**config.mk**
```make
export PLATFORM = sky130hd
export DESIGN_NAME = tli_scale
export DESIGN_NICKNAME = d
export VERILOG_FILES = /design/src/hdl/assert_macros.svh /design/src/hdl/tli_pkg.sv /design/src/hdl/tli_scale.sv
export SDC_FILE = /design/constraint.sdc
export NUM_CORES = 2
export LEC_CHECK = 0
export BUFFER_PORTS_ARGS = -buffer_cell sky130_fd_sc_hd__buf_4
export CORE_AREA = 4 4 302 304
export DETAILED_ROUTE_END_ITERATION = 7
export DIE_AREA = 0 0 306 308
export PLACE_DENSITY_LB_ADDON = 0.25
export SYNTH_ARGS = -nofsm -noshare
export SYNTH_HDL_FRONTEND = slang
export SYNTH_SLANG_ARGS = --single-unit
```
**constraint.sdc**
```tcl
create_clock -name clk -period 9.18 [get_ports clk]
set_input_delay 1.836 -clock clk [delete_from_list [all_inputs] [get_ports clk]]
set_output_delay 1.836 -clock clk [all_outputs]
set_load 0.02 [all_outputs]
```
**src/hdl/assert_macros.svh**
```systemverilog
// ----------------------------------------------------------------------------
// Assertion macros
// Concurrent assertion helpers shared by the interpolation table RTL.
// ----------------------------------------------------------------------------
`ifndef ASSERT_MACROS_SVH
`define ASSERT_MACROS_SVH

`ifndef SYNTHESIS

// The condition implies the property in the same cycle.
`define TLI_ASSERT_IMPL(name, clk, rst_n, cond, prop) \
	name: assert property (@(posedge clk) disable iff (!rst_n) (cond) |-> (prop)) \
		else $error("same-cycle assertion failed");

// The condition implies the property in the following cycle.
`define TLI_ASSERT_NEXT(name, clk, rst_n, cond, prop) \
	name: assert property (@(posedge clk) disable iff (!rst_n) (cond) |=> (prop)) \
		else $error("next-cycle assertion failed");

`else

`define TLI_ASSERT_IMPL(name, clk, rst_n, cond, prop)
`define TLI_ASSERT_NEXT(name, clk, rst_n, cond, prop)

`endif

`endif

```
**src/hdl/tli_pkg.sv**
```systemverilog
// ----------------------------------------------------------------------------
// tli_pkg
// Types, sizes and codes of the time series interpolation table.
// ----------------------------------------------------------------------------
package tli_pkg;

	localparam int SLOTS   = 8;
	localparam int POINTS  = 64;
	localparam int KINDS   = 2;
	localparam int SERIES  = KINDS * SLOTS;
	localparam int DEPTH   = SERIES * POINTS;

	localparam int SER_W   = $clog2(SERIES);
	localparam int CNT_W   = $clog2(POINTS + 1);
	localparam int ADDR_W  = $clog2(DEPTH);

	localparam int TIME_W  = 48;
	localparam int VAL_W   = 40;
	localparam int FRAC_W  = 32;
	localparam int RATIO_W = FRAC_W + 1;
	localparam int STEP_W  = $clog2(RATIO_W);

	localparam logic [1:0] CMD_APPEND = 2'd0;
	localparam logic [1:0] CMD_CLEAR  = 2'd1;
	localparam logic [1:0] CMD_QUERY  = 2'd2;

	localparam logic [1:0] KIND_LEVEL     = 2'd0;
	localparam logic [1:0] KIND_DISCHARGE = 2'd1;

	localparam logic [1:0] ST_DONE   = 2'd0;
	localparam logic [1:0] ST_NODATA = 2'd1;
	localparam logic [1:0] ST_FULL   = 2'd2;

	typedef struct packed {
		logic [1:0]              command;
		logic [1:0]              series_kind;
		logic [2:0]              slot;
		logic [TIME_W-1:0]       point_time;
		logic signed [VAL_W-1:0] point_value;
		logic [TIME_W-1:0]       query_time;
	} tli_in_word_t;

	typedef struct packed {
		logic signed [VAL_W-1:0] result_value;
		logic [1:0]              status;
	} tli_out_word_t;

	typedef struct packed {
		logic [TIME_W-1:0]       pt_time;
		logic signed [VAL_W-1:0] pt_value;
	} tli_point_t;

	typedef struct packed {
		logic busy;
		logic done;
	} tli_unit_stat_t;

	typedef enum logic [2:0] {
		S_IDLE,
		S_CMD,
		S_SCAN,
		S_DIV,
		S_MUL,
		S_RESP
	} tli_state_t;

endpackage

```
**src/hdl/tli_scale.sv**
```systemverilog
// ----------------------------------------------------------------------------
// tli_scale
// Three-stage pipeline applying a Q1.32 ratio to the step between two values.
// ----------------------------------------------------------------------------
module tli_scale (
	input  logic                              clk,
	input  logic                              arst_n,
	input  logic                              start,
	input  logic [tli_pkg::RATIO_W-1:0]       ratio,
	input  logic signed [tli_pkg::VAL_W-1:0]  low_value,
	input  logic signed [tli_pkg::VAL_W-1:0]  high_value,
	output logic signed [tli_pkg::VAL_W-1:0]  result,
	output tli_pkg::tli_unit_stat_t           stat
);

	localparam int MAG_W  = tli_pkg::VAL_W;
	localparam int HI_W   = MAG_W - tli_pkg::FRAC_W;
	localparam int PHI_W  = tli_pkg::RATIO_W + HI_W;
	localparam int PLO_W  = tli_pkg::RATIO_W + tli_pkg::FRAC_W;
	localparam int M_W    = tli_pkg::VAL_W + 2;

	logic vld_s1, vld_s2, vld_s3;

	logic signed [tli_pkg::VAL_W:0]   delta;
	logic [tli_pkg::VAL_W:0]          mag_full;

	logic                             neg_s1;
	logic [MAG_W-1:0]                 mag_s1;
	logic signed [tli_pkg::VAL_W-1:0] vl_s1;
	logic [tli_pkg::RATIO_W-1:0]      ratio_s1;

	logic                             neg_s2;
	logic [PHI_W-1:0]                 prod_hi_s2;
	logic [PLO_W-1:0]                 prod_lo_s2;
	logic signed [tli_pkg::VAL_W-1:0] vl_s2;

	logic [PLO_W-1:0]                 rnd;
	logic [M_W-1:0]                   m;
	logic [M_W-1:0]                   vl_ext;
	logic [M_W-1:0]                   sum;

	logic signed [tli_pkg::VAL_W-1:0] result_s3;

	always_comb begin
		delta    = {high_value[tli_pkg::VAL_W-1], high_value}
		         - {low_value[tli_pkg::VAL_W-1], low_value};
		mag_full = delta[tli_pkg::VAL_W] ? -delta : delta;
		rnd      = prod_lo_s2 + PLO_W'(64'd1 << (tli_pkg::FRAC_W - 1));
		m        = M_W'(prod_hi_s2) + M_W'(rnd[PLO_W-1:tli_pkg::FRAC_W]);
		vl_ext   = {{(M_W - tli_pkg::VAL_W){vl_s2[tli_pkg::VAL_W-1]}}, vl_s2};
		sum      = neg_s2 ? vl_ext - m : vl_ext + m;
	end

	always_ff @(posedge clk or negedge arst_n) begin
		if (!arst_n) begin
			vld_s1 <= 1'b0;
			vld_s2 <= 1'b0;
			vld_s3 <= 1'b0;
		end else begin
			vld_s1 <= start;
			vld_s2 <= vld_s1;
			vld_s3 <= vld_s2;
		end
	end

	always_ff @(posedge clk) begin
		if (start) begin
			neg_s1   <= delta[tli_pkg::VAL_W];
			mag_s1   <= mag_full[MAG_W-1:0];
			vl_s1    <= low_value;
			ratio_s1 <= ratio;
		end
		if (vld_s1) begin
			neg_s2     <= neg_s1;
			vl_s2      <= vl_s1;
			prod_hi_s2 <= PHI_W'(ratio_s1) * PHI_W'(mag_s1[MAG_W-1:tli_pkg::FRAC_W]);
			prod_lo_s2 <= PLO_W'(ratio_s1) * PLO_W'(mag_s1[tli_pkg::FRAC_W-1:0]);
		end
		if (vld_s2) begin
			result_s3 <= sum[tli_pkg::VAL_W-1:0];
		end
	end

	assign result    = result_s3;
	assign stat.busy = vld_s1 | vld_s2;
	assign stat.done = vld_s3;

endmodule

```
# --- Yosys cells after proc, flatten, opt, wreduce, memory -nomap -nowiden ---
# Index checks and enable logic that the tools add are counted.
op_classes:
  muxes: 2
  add_sub_neg: 6
  n_bitwise: 1
  multipliers: 2
ops:
  columns: ["op", "count"]
  rows:
  - ["$mux 40", 2]
  - ["$add 65x32->65 const B", 1]
  - ["$mul 33x32->65", 1]
  - ["$sub 40x40->41", 1]
  - ["$add 40x33->40", 1]
  - ["$add 40x40->40", 1]
  - ["$mul 33x8->40", 1]
  - ["$neg 40->40", 1]
  - ["$sub 40x40->40", 1]
  - ["$or 1x1->1", 1]
totals:
  reg_bits: 303
  inputBits: 116
  output_inout_bits: 42

# --- Depth between registers and ports, before layout ---
logic_depth:
  depth_word: 4
  ltp_mapped: 35
  ltp_nobuf: 34

# --- Least setup slack after synthesis ---
# Ideal clock, no wire load.
synth_path:
  path_type: "register to register"
  start: "reg mag_s1[2]"
  end: "reg prod_lo_s2[62], data pin"
  setup_ps: 266
  t_arrival_ps: 7341
  stages_incl_launch_ff: 28
  slack_ps: 1573
  period_less_slack_ps: 7607
  path_buffers: 1
  path_cell_list: "edfxtp_1 -> clkbuf_1 -> and2_1 -> fa_1 -> inv_1 -> fa_1 -> fa_1 -> fa_1 -> inv_1 -> fa_1 -> inv_1 -> fa_1 -> inv_1 -> fa_1 -> fa_1 -> ha_1 -> o21ai_0 -> a21oi_1 -> nor2_1 -> or4_1 -> o21bai_1 -> o31a_1 -> nor4_1 -> o21bai_1 -> a21oi_1 -> o21a_1 -> o41ai_1 -> xnor2_1"
synth_via:
  elab_chain_len: 1
synth_lines:
  columns: ["element", "line", "rtl"]
  rows:
  - ["start: declaration", "tli_scale.sv:28", "logic [MAG_W-1:0] mag_s1;"]
  - ["start signal: assignment", "tli_scale.sv:69", "mag_s1 <= mag_full[MAG_W-1:0];"]
  - ["$mul 33x32->65", "tli_scale.sv:77", "prod_lo_s2 <= PLO_W'(ratio_s1) * PLO_W'(mag_s1[tli_pkg::FRAC_W-1:0]);"]
  - ["end signal: assignment", "tli_scale.sv:77", null]
  - ["end: declaration", "tli_scale.sv:34", "logic [PLO_W-1:0] prod_lo_s2;"]
# Every way passes these cells.
# A chain may end at the register's enable or synchronous reset.

# --- Worst setup path after layout ---
layout_path:
  start: "reg mag_s1[8]"
  end: "reg prod_lo_s2[63], data pin"
# The elaborated chain is that of the path after synthesis.

==> impl_metrics.json <==
{
  "synth-edff-count": 269,
  "global_route_wire_length_before_repair_mm": 247,
  "timing.slew.headroom": 0.281,
  "regArea_mm2": 0.00816,
  "report.final.setup_viol": 0,
  "multi_input_comb_area_mm2": 0.0442,
  "post_synth_num_cell_types": 103,
  "worst_setup_path_start_kind": "register",
  "finalWirelength_mm": 152,
  "detailedRoute.firstPassIterationCount": 6,
  "dieArea_mm2": 0.0942,
  "worst-path-buf-inv": 3,
  "area_growth_pct": 6.24,
  "run_status": "finished clean",
  "insertion_delay_of_the_later_clocked_pin_in_the_worst_skew_pair_ns": 0.59,
  "measured_slew_at_the_worst_slew_check_pin_ns": 1.06,
  "post_synth_fa_ha_maj_area_fraction": 0.478,
  "max_cap_viol_count": 0,
  "grt_start_max_net_pins": 67,
  "maximum_net_fanout_on_the_critical_path": 20,
  "syn_nets": 7855,
  "port_buffers": 157,
  "worst_path_largest_cell_delay_ns": 0.69,
  "detailed_place_hpwl_mm": 124,
  "tns_ns": 0,
  "fp.dieW_um": 306,
  "share_of_the_synthesized_area_in_the_top_cell_type": 0.384,
  "fin_worst_skew_ns": 0.0131,
  "min_path_type": "register to register",
  "synth_common_cells": "sky130_fd_sc_hd__inv_1 (1,160), sky130_fd_sc_hd__fa_1 (1,113), sky130_fd_sc_hd__nand2_1 (878)",
  "wl_per_cell_um": 20.6,
  "nNetsFinal": 7867,
  "setup.worst_path.class": "register to register",
  "synth_cells": 6190,
  "critical_path.most_common_cell": "sky130_fd_sc_hd__fa_1",
  "syn_area_per_cell_um2": 9.37,
  "ys_async_sr_fraction": 0.0110,
  "gp_congestion": 0.946,
  "num_io_pins": 158,
  "dominant_combinational_cell_family_by_area_after_synthesis": "adder cells",
  "vias": 43249,
  "vias_per_cell": 5.85,
  "largest_cells_by_area_after_synthesis": "sky130_fd_sc_hd__fa_1 (38%), sky130_fd_sc_hd__edfxtp_1 (14%), sky130_fd_sc_hd__ha_1 (9.4%), sky130_fd_sc_hd__inv_1 (7.5%), sky130_fd_sc_hd__and2_1 (6.6%)",
  "cts.root.buffer_cell": "sky130_fd_sc_hd__clkbuf_16",
  "clkSlewWorstSetupHoldPaths_ns": 0.06,
  "layout.filler_cells": 6812,
  "die_y_um": 308,
  "cts_tree": "yes",
  "yosys.cell_count.top_type": "sky130_fd_sc_hd__inv_1",
  "inserted_clock_buffers": 38,
  "ctsHtreeMaxLevel": 2,
  "core-area_mm2": 0.0882,
  "share_of_synthesized_cell_area_in_and_or_nand_and_nor_gates": 0.166,
  "synth_area_mm2": 0.0580,
  "dr_iter_0_viols": 3443,
  "maxSlewViolCount": 0,
  "grt_remaining_overflow": 0,
  "antenna_found_initial": 4,
  "compound_cell_area_share_of_the_yosys_netlist": 0.0761,
  "finalWorstPathRequiredPeriod_ns": 8.85,
  "end_kind": "register",
  "ys_ff_latch": 272,
  "drt.antenna.violating_nets": 0,
  "overall_routing_resource_usage": 0.333,
  "share_of_post_route_cells_with_drive_strength_above_1": 0.0634,
  "cell_with_the_largest_stage_delay_on_the_worst_path": "sky130_fd_sc_hd__edfxtp_1",
  "max_clock_freq_mhz": 113,
  "rows": 109,
  "mux_share_of_post_synthesis_cell_area": 0.00214,
  "grt_pass1_vias": 45951,
  "drc_violations_left": 0,
  "clock_path_buffers": 3,
  "synth_xor_area_frac": 0.0405,
  "clock_sink_count": 272,
  "finalHoldViolations": 0,
  "synth_top_area_cell": "sky130_fd_sc_hd__fa_1",
  "critPathRequiredTime_ns": 9.52,
  "initial_core_util": 0.657,
  "synth-main-ff-cell": "sky130_fd_sc_hd__edfxtp_1",
  "cp_data_arrival_time_ns": 9.19,
  "synth_seq_area_share": 0.141,
  "rsz0062_at_grt": "false",
  "min_period_over_period": 0.964,
  "critPathTopFamily": "adder cells",
  "synth_warnings": 0
}
-- timing repair --
item                       in CTS  in global routing
setup endpoints to repair       0                 12
hold buffers                    0                  0
resized for setup               0                  2
setup buffers                   0                  2
-- kinds of logic after synthesis --
| group | Yosys count |
|---|---|
| compound gates | 670 |
| flops | 272 |
| simple gates | 1944 |
| xor+xnor | 268 |
| mux | 12 |
| buf+inv | 1475 |
| fa+ha+maj | 1549 |
-- through the flow --
step / setup WS [ns] / hold WS, ns / util / instance area, µm² / cells
2_1_floorplan: 1.57 / 0.400 / - / 58000 / 6190
3_3_place_gp: 0.213 / 0.400 / 0.684 / 60400 / 7325
3_5_place_dp: 0.0773 / 0.405 / 0.684 / 60400 / 7325
4_1_cts: 0.0686 / 0.412 / 0.698 / 61600 / 7395
5_1_grt: 0.0771 / 0.422 / 0.698 / 61600 / 7397
6_report: 0.333 / 0.415 / 0.698 / 61600 / 7398
-- final cells by class --
type,instances,share of cell area
antenna,1,0.0000406
clock buffer,45,0.0159
clock inverter,25,0.00378
inverter,1161,0.0707
multi-input combinational,4443,0.718
sequential,272,0.132
tap,1165,0.0237
timing repair buffer,286,0.0356
-- final timing paths --
check	cells past startpoint	end	slack [ns]	from
min in group asynchronous	1	vld_s3$_DFF_PN0_	1.03	arst_n
worst min-delay path	0	vl_s2[35]$_DFFE_PP_	0.41	vl_s1[35]$_DFFE_PP_
worst max-delay path	25	prod_lo_s2[63]$_DFFE_PP_	0.33	mag_s1[8]$_DFFE_PP_
worst min register to register	0	vl_s2[35]$_DFFE_PP_	0.41	vl_s1[35]$_DFFE_PP_
worst max register to register	25	prod_lo_s2[63]$_DFFE_PP_	0.33	mag_s1[8]$_DFFE_PP_
max in group asynchronous	1	vld_s1$_DFF_PN0_	8.04	arst_n
-- placed cells by master, fill, tap and decap left out, types with 118 or more instances in the layout --
master and n:
sky130_fd_sc_hd__nand2_1 878, sky130_fd_sc_hd__and2_1 609, sky130_fd_sc_hd__edfxtp_1 269, sky130_fd_sc_hd__a21oi_1 191, sky130_fd_sc_hd__inv_1 1160, sky130_fd_sc_hd__fa_1 1113, sky130_fd_sc_hd__nor2_1 164, sky130_fd_sc_hd__buf_4 281
sky130_fd_sc_hd__xnor2_1 185, sky130_fd_sc_hd__ha_1 436, sky130_fd_sc_hd__o21ai_0 118
-- worst register-to-register path: cells and delay by family (launching register included) --
family,cells,cell delay [ns]
buffers and inverters,3,0.62
XOR/XNOR,1,0.08
AO/OA/AOI/OAI,7,2.00
AND/OR/NAND/NOR,5,0.77
flip-flops,1,0.69
adder cells (fa/ha/maj),9,4.42
-- state kept, by name, indices dropped and copies added (netlist names) --
signal and flops:
neg_s1 1, vld_s3 1, result 40, mag_s1 40, neg_s2 1, ratio_s1 33
prod_lo_s2 34, vl_s2 40, prod_hi_s2 40, vld_s2 1, vl_s1 40, vld_s1 1
-- routing by layer --
layer	share of wire	track usage	vias to the layer above
met5	0.000085	0	-
met4	0.054	0.150	2
met3	0.074	0.0470	401
met2	0.49	0.566	1773
met1	0.38	0.430	21884
li1	-	-	19189
Power is left out: the tool's default activity adds up to more than one toggle a clock period on the data nets, which glitch-free logic cannot reach.
