--- src/hdl/assert_macros.svh ---
// ----------------------------------------------------------------------------
// Assertion macros
// Concurrent assertion helpers shared by the interpolation table RTL.
// ----------------------------------------------------------------------------
`ifndef ASSERT_MACROS_SVH
`define ASSERT_MACROS_SVH

`ifndef SYNTHESIS

// The condition implies the property in the same cycle.
`define TLI_ASSERT_IMPL(name, clk, rst_n, cond, prop) \
	name: assert property (@(posedge clk) disable iff (!rst_n) (cond) |-> (prop)) \
		else $error("same-cycle assertion failed");

// The condition implies the property in the following cycle.
`define TLI_ASSERT_NEXT(name, clk, rst_n, cond, prop) \
	name: assert property (@(posedge clk) disable iff (!rst_n) (cond) |=> (prop)) \
		else $error("next-cycle assertion failed");

`else

`define TLI_ASSERT_IMPL(name, clk, rst_n, cond, prop)
`define TLI_ASSERT_NEXT(name, clk, rst_n, cond, prop)

`endif

`endif

--- src/hdl/tli_pkg.sv ---
// ----------------------------------------------------------------------------
// tli_pkg
// Types, sizes and codes of the time series interpolation table.
// ----------------------------------------------------------------------------
package tli_pkg;

	localparam int SLOTS   = 8;
	localparam int POINTS  = 64;
	localparam int KINDS   = 2;
	localparam int SERIES  = KINDS * SLOTS;
	localparam int DEPTH   = SERIES * POINTS;

	localparam int SER_W   = $clog2(SERIES);
	localparam int CNT_W   = $clog2(POINTS + 1);
	localparam int ADDR_W  = $clog2(DEPTH);

	localparam int TIME_W  = 48;
	localparam int VAL_W   = 40;
	localparam int FRAC_W  = 32;
	localparam int RATIO_W = FRAC_W + 1;
	localparam int STEP_W  = $clog2(RATIO_W);

	localparam logic [1:0] CMD_APPEND = 2'd0;
	localparam logic [1:0] CMD_CLEAR  = 2'd1;
	localparam logic [1:0] CMD_QUERY  = 2'd2;

	localparam logic [1:0] KIND_LEVEL     = 2'd0;
	localparam logic [1:0] KIND_DISCHARGE = 2'd1;

	localparam logic [1:0] ST_DONE   = 2'd0;
	localparam logic [1:0] ST_NODATA = 2'd1;
	localparam logic [1:0] ST_FULL   = 2'd2;

	typedef struct packed {
		logic [1:0]              command;
		logic [1:0]              series_kind;
		logic [2:0]              slot;
		logic [TIME_W-1:0]       point_time;
		logic signed [VAL_W-1:0] point_value;
		logic [TIME_W-1:0]       query_time;
	} tli_in_word_t;

	typedef struct packed {
		logic signed [VAL_W-1:0] result_value;
		logic [1:0]              status;
	} tli_out_word_t;

	typedef struct packed {
		logic [TIME_W-1:0]       pt_time;
		logic signed [VAL_W-1:0] pt_value;
	} tli_point_t;

	typedef struct packed {
		logic busy;
		logic done;
	} tli_unit_stat_t;

	typedef enum logic [2:0] {
		S_IDLE,
		S_CMD,
		S_SCAN,
		S_DIV,
		S_MUL,
		S_RESP
	} tli_state_t;

endpackage

--- src/hdl/tli_divider.sv ---
// ----------------------------------------------------------------------------
// tli_divider
// Serial restoring divider giving floor(num * 2^32 / den), one bit per cycle.
// ----------------------------------------------------------------------------
module tli_divider (
	input  logic                        clk,
	input  logic                        arst_n,
	input  logic                        start,
	input  logic [tli_pkg::TIME_W-1:0]  num,
	input  logic [tli_pkg::TIME_W-1:0]  den,
	output logic [tli_pkg::RATIO_W-1:0] quo,
	output tli_pkg::tli_unit_stat_t     stat
);

	logic                        busy_q;
	logic                        done_q;
	logic [tli_pkg::STEP_W-1:0]  step_q;
	logic [tli_pkg::TIME_W-1:0]  rem_q;
	logic [tli_pkg::TIME_W-1:0]  den_q;
	logic [tli_pkg::RATIO_W-1:0] quo_q;

	logic [tli_pkg::TIME_W:0]    shifted;
	logic                        ge;
	logic [tli_pkg::TIME_W:0]    rem_n;

	// The first step compares without a shift to form the integer bit.
	always_comb begin
		shifted = (step_q == '0) ? {1'b0, rem_q} : {rem_q, 1'b0};
		ge      = shifted >= {1'b0, den_q};
		rem_n   = ge ? shifted - {1'b0, den_q} : shifted;
	end

	always_ff @(posedge clk or negedge arst_n) begin
		if (!arst_n) begin
			busy_q <= 1'b0;
			done_q <= 1'b0;
			step_q <= '0;
		end else begin
			done_q <= 1'b0;
			if (start) begin
				busy_q <= 1'b1;
				step_q <= '0;
			end else if (busy_q) begin
				step_q <= step_q + 1'b1;
				if (step_q == tli_pkg::STEP_W'(tli_pkg::FRAC_W)) begin
					busy_q <= 1'b0;
					done_q <= 1'b1;
				end
			end
		end
	end

	always_ff @(posedge clk) begin
		if (start) begin
			rem_q <= num;
			den_q <= den;
			quo_q <= '0;
		end else if (busy_q) begin
			rem_q <= rem_n[tli_pkg::TIME_W-1:0];
			quo_q <= {quo_q[tli_pkg::RATIO_W-2:0], ge};
		end
	end

	assign quo       = quo_q;
	assign stat.busy = busy_q;
	assign stat.done = done_q;

endmodule

--- config.mk ---
export PLATFORM = sky130hd
export DESIGN_NAME = tli_divider
export DESIGN_NICKNAME = d
export VERILOG_FILES = /design/src/hdl/assert_macros.svh /design/src/hdl/tli_pkg.sv /design/src/hdl/tli_divider.sv
export SDC_FILE = /design/constraint.sdc
export NUM_CORES = 1
export LEC_CHECK = 0
export BUFFER_PORTS_ARGS = -buffer_cell sky130_fd_sc_hd__buf_4
export CAP_MARGIN = 20
export CORE_MARGIN = 2
export CORE_UTILIZATION = 60
export CTS_BUF_LIST = sky130_fd_sc_hd__clkbuf_2
export CTS_CLUSTER_SIZE = 30
export DETAILED_ROUTE_END_ITERATION = 8
export PLACE_DENSITY = 0.83
export SLEW_MARGIN = 10
export SYNTH_ARGS = -nofsm -noshare
export SYNTH_HDL_FRONTEND = slang
export SYNTH_SLANG_ARGS = --single-unit
--- constraint.sdc ---
create_clock -name clk -period 6.3 [get_ports clk]
set_input_delay 0.63 -clock clk [delete_from_list [all_inputs] [get_ports clk]]
set_output_delay 0.63 -clock clk [all_outputs]
set_load 0.005 [all_outputs]
### Yosys cells after proc, flatten, opt, wreduce, memory -nomap -nowiden

Index checks and enable logic that the tools add are counted.
Widths: inputs -> output; s select.

* flip-flop bits (word level): 137
* bits in latches: 0
* RAM bits: 0
* bits in read-only memories: 0
* input bits: 99
* output and inout port bits: 35
* logic and storage cells: 24
* memories: 0

* $add $sub $neg: 2
* $mul: 0
* divide/modulo/power cells: 0
* magnitude comparators: 1
* eq/ne operators: 1
* shifts and indexed selects: 0
* muxes and demuxes: 12
* bitwise gates (word level): 0
* reductions and logical operators: 2

Operators with widths (number)
* $mux 48: 3
* $ge 49x48->1: 1
* $mux 49: 1
* $sub 48x48->48: 1
* $mux 6: 2
* $add 6x1->6 const B: 1
* $eq 6x6->1 const B: 1
* $logic_not 6->1: 1
* $mux 1: 6
* $reduce_bool 2->1: 1

### Depth between registers and ports, before layout

Gate-level depths: netlist of the first run.

* depth after elaboration: 6
* mapped depth: 22
* depth with buffers taken out: 18

### Worst setup path before layout of the first run

No wires, ideal clock.

* path kind: flip-flop to flip-flop
* start: register step_q[0] in the netlist's numbering
* end: register rem_q[47] in the netlist's numbering, data pin
* library setup time: 0.269 ns
* arrival: 4.864 ns
* required time: 6.031 ns
* setup slack: 1.167 ns
* cell stages (with the launch flop): 21
* buffers on the path: 3
* clock period less this slack: 5.133 ns
* path through: dfrtp_1 inv_1 ha_1 or4b_1 nor2_1 clkbuf_1 clkbuf_1 mux2_2 ha_1 nand2_1 o21bai_1 a31o_1 o21ai_2 a41oi_2 o41ai_4 o21ai_2 o41ai_4 buf_2 nor3b_1 a311oi_1 a21oi_1

* cells in the longest elaborated chain, start to end: 6
* elaborated cells between the ends (all ways): 7
* classes of those cells: add/sub: 1; order compare: 1; mux: 4; reduce/logical: 1

RTL lines
* start, declared: line tli_divider.sv:17 `logic [tli_pkg::STEP_W-1:0] step_q;`
* start signal, assigned: line tli_divider.sv:44 `step_q <= step_q + 1'b1;`
* $logic_not 6->1 *: line tli_divider.sv:28 `shifted = (step_q == '0) ? {1'b0, rem_q} : {rem_q, 1'b0};`
* $mux 49 *: line tli_divider.sv:28
* $sub 48x48->48 / $ge 49x48->1 (equally long branches): line tli_divider.sv:30, tli_divider.sv:29
* $mux 48 *: line tli_divider.sv:30 `rem_n = ge ? shifted - {1'b0, den_q} : shifted;`
* $mux 48 *: line tli_divider.sv:58 `end else if (busy_q) begin`
* $mux 48 *: line tli_divider.sv:54 `if (start) begin`
* end signal, assigned: line tli_divider.sv:55 `rem_q <= num;`
* end signal, assigned: line tli_divider.sv:59 `rem_q <= rem_n[tli_pkg::TIME_W-1:0];`
* end, declared: line tli_divider.sv:18 `logic [tli_pkg::TIME_W-1:0] rem_q;`

Mark *: on every way between the ends. The rest lies on a longest branch, timed or not. The select of a mux whose other input is x is not followed.
A chain may end at the register's enable or synchronous reset.

### Worst setup path after layout of the first run

* start: register step_q[0] in the netlist's numbering
* end: register rem_q[41] in the netlist's numbering, data pin

The elaborated chain is that of the path after synthesis.

==> metrics.md, run 1 <==
| Metric | Value |
|---|---|
| Status | `completed` |
| DR WL/cell | `between 15 and 20 um` |
| Num CTS Buffers | `17` |
| Grt total ovfl | `0` |
| Main synth FF type | `edfxtp_1` |
| GRT Total Usage | `~26%` |
| Avg Cell Area, Syn | `9.44 um^2` |
| Pleak | `around 5 nW` |
| Max Cap Viol | `0` |
| Die width | `roughly 130 um` |
| Unrepaired setup endpoints after global routing | `no` |
| Total iterations of the first detailed-routing run | `8` |
| Die Area | `0.0158 mm^2` |
| Post-Route Setup TNS | `0 ns` |
| WP data required | `~6.8 ns` |
| TritonCTS clock tree | `done` |
| Crit Path Category | `flip-flop to flip-flop` |
| Hold WC Path Type | `input pin to flip-flop` |
| Maximum number of pins on one net before global-route repair | `between 60 and 70` |
| Post-synthesis cell area | `around 0.0089 mm^2` |
| Core area | `around 0.014 mm^2` |
| Final Max Tran Viols | `0` |
| Clock Root Buffer | `clkbuf_2` |
| Via count | `around 7300` |
| Initial Utilization | `between 60% and 70%` |
| Total power | `~4.7 mW` |
| Worst-case clock skew | `0.0561 ns` |
| Pwr Density | `~450 mW/mm^2` |
| Via/cell ratio | `5.68` |
| Final min period | `roughly 5.3 ns` |
| Share of layout cells above drive strength 1 | `about a fifth` |
| YS warnings | `0` |
| Post-DRT Antenna Nets | `0` |
| Count leader, synth | `nor2_1` |
| Core Rows | `44` |
| Num Clock Sinks | `between 100 and 150` |
| Clock latency on the worst-skew pair | `0.77 ns` |
| Synth area leader | `edfxtp_1` |
| First DRT Iteration DRCs | `568` |
| Initial antenna violation count | `1` |
| Seq/Total Area, Yosys | `a little over two fifths` |
| Total wire length | `20000 um` |
| First-pass GRT wire length | `between 30000 and 40000 um` |
| Synth top area share | `about a third` |
| Ranking of synthesized cells by area | `edfxtp_1 33%, dfxtp_1 7.5%, ha_1 7.1%` |
| Placed cell areas | `roughly 0.0099 mm^2` |
| Port bufs | `around 130` |
| Detail Placement HPWL | `about 14000 um` |
| Clk buf depth | `2` |
| Hold Fails Final Rpt | `0` |
| Post-Layout Inst Area | `between 0.01 and 0.015 mm^2` |
| Startpoint types | `flip-flop` |
| Worst slew pin tran | `1.05 ns` |
| Synthesis-to-finish area growth | `19.0%` |
| Final setup fails | `0` |
| CP Max Fanout | `63` |
| Crit path arrival time | `5.77 ns` |
| Syn Inst Count | `roughly 940` |
| Syn Nets | `approximately 1100` |
| Boundary Pins | `roughly 130` |
| Number of global-route vias before repair | `7121` |
| Synth unique cells | `between 50 and 60` |
| RePlAce Congestion | `slightly below 0.9` |
| Number of synthesized flops with an enable pin | `96` |
| Most frequent cells after synthesis | `116 x nor2_1, 96 x edfxtp_1, 92 x a21oi_1, 68 x nand2_1, 66 x inv_1` |
| Worst-path clk slew | `0.22 ns` |
| Number of synthesized register bits | `137` |
| Worst Setup End Kind | `flip-flop` |
| Tcrit/Tclk final | `between 80% and 90%` |
| Maximum clock rate | `around 190 MHz` |
| Drt drc | `0` |
| Slew HR | `between 30 and 40%` |
| Async SR Flop Fraction | `approximately 6%` |
| Die height | `approximately 130 um` |
| Final net count | `around 1200` |
| H-tree depth | `4` |
| VDD IR max | `roughly 0.00023 V` |
per-stage QoR:
step / hold slack, ns / utilization (%) / instances / setup slack (ns)
final: 0.0676 / 72.9 / 1290 / 1.01
after global routing: 0.000319 / 72.9 / 1290 / 0.491
after CTS: 0.000827 / 71.8 / 1273 / 1.00
after detailed placement: 0.454 / 68.7 / 1217 / 1.02
after global placement: 0.452 / 68.7 / 1217 / 1.25
after floorplan: 0.334 / - / 939 / 1.17
layout by cell type (no fill, tap or decap), types with 3 or more instances in the layout:
cell,n
a211oi_1,5
a21o_1,23
a21oi_1,92
a31oi_1,7
a41oi_1,3
and2_1,6
and3_1,10
buf_4,141
clkbuf_2,19
dfrtp_1,7
dfxtp_1,33
dlygate4sd3_1,40
edfxtp_1,96
ha_1,50
inv_1,65
inv_4,3
inv_6,5
mux2_2,46
mux2i_1,47
nand2_1,68
nand2b_1,4
nand3_1,14
nand4_1,13
nor2_1,115
nor2b_1,10
nor3_1,14
nor4_1,4
o211ai_1,3
o21a_1,5
o21ai_0,58
o21bai_1,17
o31ai_1,4
or3_1,3
xnor2_1,16
xor2_1,26
power breakdown:
part	internal (mW)	switching, mW	leakage (nW)
sequential	1.22	0.0978	1.33
combinational	1.28	1.67	3.40
clock	0.120	0.367	0.139
metal layers:
layer  vias to the layer above  wire length [um]  track usage (%)
met1                      3429              9050             34.1
met4                         0               248             7.12
met3                        24              1180             6.72
met2                       210              9490             42.6
li1                       3668                 -                -
met5                         -                 0                0
worst max-delay path, cell delays in order, from the launching register on:
cell and delay, ns:
dfrtp_1 0.47, inv_1 0.08, ha_1 0.13, or4b_1 0.51
nor2_4 0.12, buf_4 0.32, mux2i_1 0.33, inv_1 0.09
ha_1 0.30, nor2b_1 0.20, o21bai_1 0.11, a31o_1 0.25
o21ai_2 0.13, a41oi_2 0.21, o41ai_4 0.32, o21ai_2 0.14
o41ai_4 0.35, buf_4 0.55, nor2b_1 0.10, a211oi_1 0.24
a21oi_1 0.07
final timing paths:
kind	start	to	slack, ns	cells past startpoint
min	den[22]	den_q[22]	0.07	1
max	step_q[0]	rem_q[41]	1.01	20
max reg2reg	step_q[0]	rem_q[41]	1.01	20
max in group asynchronous	arst_n	busy_q	5.95	2
min in group asynchronous	arst_n	step_q[3]	0.20	2
min reg2reg	quo[32]	quo[32]	0.53	2
timing repair:
action | CTS | global route
endpoints found under the hold margin | 31 | 16
setup endpoints to repair | 0 | 0
hold buffers | 24 | 16
gates resized for setup | 0 | 0
buffers inserted | 0 | 0
layout make-up:
cell class | instances | area (um^2)
antenna | 1 | 2.50
clock buffer | 19 | 95.1
clock inverter | 13 | 108
fill | 1088 | 3930
inverter | 67 | 251
multi-input combinational | 688 | 4660
sequential | 137 | 3740
tap | 184 | 230
timing repair buffer | 181 | 1460
cell families (layout without fill, tap and decap cells):
family / after synthesis / after routing / synth area share, %
other: 0 / 1 / 0
adder cells (fa/ha/maj): 51 / 51 / 7.28
XOR/XNOR: 42 / 42 / 4.15
flip-flops: 137 / 137 / 42.2
AO/OA/AOI/OAI: 233 / 233 / 16.3
multiplexers: 93 / 93 / 11.1
buffers and inverters: 114 / 280 / 5.28
AND/OR/NAND/NOR: 269 / 269 / 13.6
flip-flops by register name (all words and copies together) (netlist names):
signal	cells
rem_q	48
done_q	1
quo	33
busy_q	1
den_q	48
step_q	6
Note: power is estimated with default switching activity, not from simulation.
==> inputs of run 2 (changes only) <==
Clock period 6.3 ns to 5.13 ns, I/O delays scaled along.
==> metrics.md, run 2 (synthesis gave the netlist of run 1 again) <==
| Metric | Value |
|---|---|
| Via/cell ratio | `5.75 (was 5.68)` |
| Num Clock Sinks | `137 (unchanged)` |
| Total wire length | `22000 um (was 20000 um)` |
| Grt total ovfl | `0 (unchanged)` |
| Drt drc | `0 (unchanged)` |
| Synthesis-to-finish area growth | `25.1% (was 19.0%)` |
| RePlAce Congestion | `0.911 (was 0.887)` |
| Worst Setup End Kind | `flip-flop (unchanged)` |
| Maximum number of pins on one net before global-route repair | `67 (unchanged)` |
| Die Area | `0.0158 mm^2 (unchanged)` |
| TritonCTS clock tree | `done (unchanged)` |
| Slew HR | `29.4% (was 30.1%)` |
| Final Max Tran Viols | `0 (unchanged)` |
| Final setup margin | `0.181 ns (was 1.01 ns)` |
| Final net count | `1270 (was 1242)` |
| Maximum clock rate | `202 MHz (was 189 MHz)` |
| Share of layout cells above drive strength 1 | `23.2% (was 20.7%)` |
| Num CTS Buffers | `17 (unchanged)` |
| WP data required | `5.65 ns (was 6.78 ns)` |
| First DRT Iteration DRCs | `590 (was 568)` |
| CP Max Fanout | `21 (was 63)` |
| Via count | `7573 (was 7331)` |
| Total iterations of the first detailed-routing run | `6 (was 8)` |
| Startpoint types | `flip-flop (unchanged)` |
| Die height | `126 um (unchanged)` |
| Worst path max stage delay | `0.49 ns (was 0.55 ns)` |
| Worst-path clk slew | `0.27 ns (was 0.22 ns)` |
| Total power | `6.38 mW (was 4.75 mW)` |
| Clock Root Buffer | `clkbuf_2 (unchanged)` |
| Hold Fails Final Rpt | `0 (unchanged)` |
| Crit Path Category | `flip-flop to flip-flop (unchanged)` |
| Post-DRT Antenna Nets | `0 (unchanged)` |
| Placed cell areas | `0.0100 mm^2 (was 0.00995 mm^2)` |
| First-pass GRT wire length | `34400 um (was 33500 um)` |
| Crit path max-delay cell type | `or4b_4 (was buf_4)` |
| ANT cells | `0 (was 1)` |
| Pleak | `5.06 nW (was 4.87 nW)` |
| Pwr Density | `575 mW/mm^2 (was 450 mW/mm^2)` |
| Post-Layout Inst Area | `0.0111 mm^2 (was 0.0106 mm^2)` |
| Pre-CTS WS | `0.0801 ns (was 1.02 ns)` |
| Core Rows | `44 (unchanged)` |
| Final min period | `4.95 ns (was 5.29 ns)` |
| Worst path cell trace | `inv_1, ha_1, or4b_4, nor2_4, buf_12, buf_12, mux2_2, ha_1, and3_1, nand3_1, o22ai_2, a41oi_4, o41ai_4, o21ai_2, o41ai_4, buf_6, buf_4, clkbuf_16, nand2_1, o21ai_0, a21oi_1 (was inv_1, ha_1, or4b_1, nor2_4, buf_4, mux2i_1, inv_1, ha_1, nor2b_1, o21bai_1, a31o_1, o21ai_2, a41oi_2, o41ai_4, o21ai_2, o41ai_4, buf_4, nor2b_1, a211oi_1, a21oi_1)` |
| Status | `completed (unchanged)` |
| Hold WC Path Type | `input pin to flip-flop (unchanged)` |
| Core area | `0.0145 mm^2 (unchanged)` |
| Detail Placement HPWL | `14300 um (was 13900 um)` |
| GRT Total Usage | `26.8% (was 25.9%)` |
| Initial antenna violation count | `0 (was 1)` |
| Number of global-route vias before repair | `7358 (was 7121)` |
| Die width | `126 um (unchanged)` |
| Top delay family on crit path | `compound AO/OA/AOI/OAI gates (unchanged)` |
| Worst slew pin tran | `1.06 ns (was 1.05 ns)` |
| Initial Utilization | `61.2% (unchanged)` |
| Most frequent cells in the layout | `148 x buf_4, 115 x nor2_1, 96 x edfxtp_1, 90 x a21oi_1, 68 x nand2_1 (was 141 x buf_4, 115 x nor2_1, 96 x edfxtp_1, 92 x a21oi_1, 68 x nand2_1)` |
| Clk buf depth | `2 (unchanged)` |
| VDD IR max | `0.000366 V (was 0.000228 V)` |
| Crit path arrival time | `5.47 ns (was 5.77 ns)` |
| Tcrit/Tclk final | `96.5% (was 84.0%)` |
| Max Cap Viol | `0 (unchanged)` |
| Port bufs | `133 (unchanged)` |
| Filler instances | `1033 (was 1088)` |
| Final setup fails | `0 (unchanged)` |
| Clock latency on the worst-skew pair | `0.77 ns (about the same)` |
| H-tree depth | `4 (unchanged)` |
| WP buf/inv | `6 (was 4)` |
| Worst-case clock skew | `0.0363 ns (was 0.0561 ns)` |
| DR WL/cell | `16.7 um (was 15.5 um)` |
| Boundary Pins | `134 (unchanged)` |
| Commonest non-fill, non-tap cell in the layout | `buf_4 (unchanged)` |
[run 2: cell count changes in the layout (fill, tap and decap cells not counted), sizes merged]
cell / previous run / this run
buf: 141 / 154
clkbuf: 19 / 20
clkinv: 4 / 8
bufinv: 0 / 1
dlygate4sd3: 40 / 52
diode: 1 / 0
inv: 76 / 73
[run 2: metal layers]
layer  GRT usage (%)  vias up  part of all wire (%)
met5               0        -                     0
met1            34.3     3502                    43
met2            45.2      292                    48
li1                -     3726                     -
met3            6.68       53                   6.5
met4            7.91        0                   2.4
[run 2: layout make-up]
class	instances	area, um^2	area share (%)
clock buffer	17	85.1	0.767
clock inverter	15	184	1.66
inverter	67	251	2.27
multi-input combinational	688	4780	43.1
sequential	137	3740	33.8
tap	184	230	2.08
timing repair buffer	209	1820	16.4
[run 2: per-stage QoR]
| step | hold slack [ns] | util, % | setup TNS [ns] | cells |
|---|---|---|---|---|
| 2_1_floorplan | 0.217 | - | 0 | 939 |
| 3_3_place_gp | 0.334 | 69.2 | 0 | 1220 |
| 3_5_place_dp | 0.333 | 69.2 | 0 | 1220 |
| 4_1_cts | 0.000550 | 74.7 | 0 | 1303 |
| 5_1_grt | 0.00178 | 76.6 | -0.0834 | 1317 |
| 6_report | 0.0492 | 76.6 | 0 | 1317 |
[run 2: where the power goes]
| group | switching [mW] | leakage, nW | total (mW) | internal, mW |
|---|---|---|---|---|
| Sequential | 0.128 | 1.33 | 1.63 | 1.50 |
| Combinational | 2.24 | 3.57 | 4.05 | 1.81 |
| Clock | 0.501 | 0.161 | 0.711 | 0.210 |
[run 2: final timing paths]
path	start	endpoint	slack, ns	cells past startpoint
min in group asynchronous	arst_n	step_q[0]	0.07	2
min reg2reg	quo[32]	quo[32]	0.53	2
max	step_q[0]	rem_q[37]	0.18	21
max in group asynchronous	arst_n	busy_q	4.91	2
min	num[0]	rem_q[0]	0.05	2
max reg2reg	step_q[0]	rem_q[37]	0.18	21
[run 2: repair_timing]
item,in CTS,in global routing
gates cloned,1,3
setup endpoints to repair,1,48
hold buffers,50,2
hold endpoints to repair,57,2
resized for setup,0,22
pin swaps,1,9
setup buffers,0,10
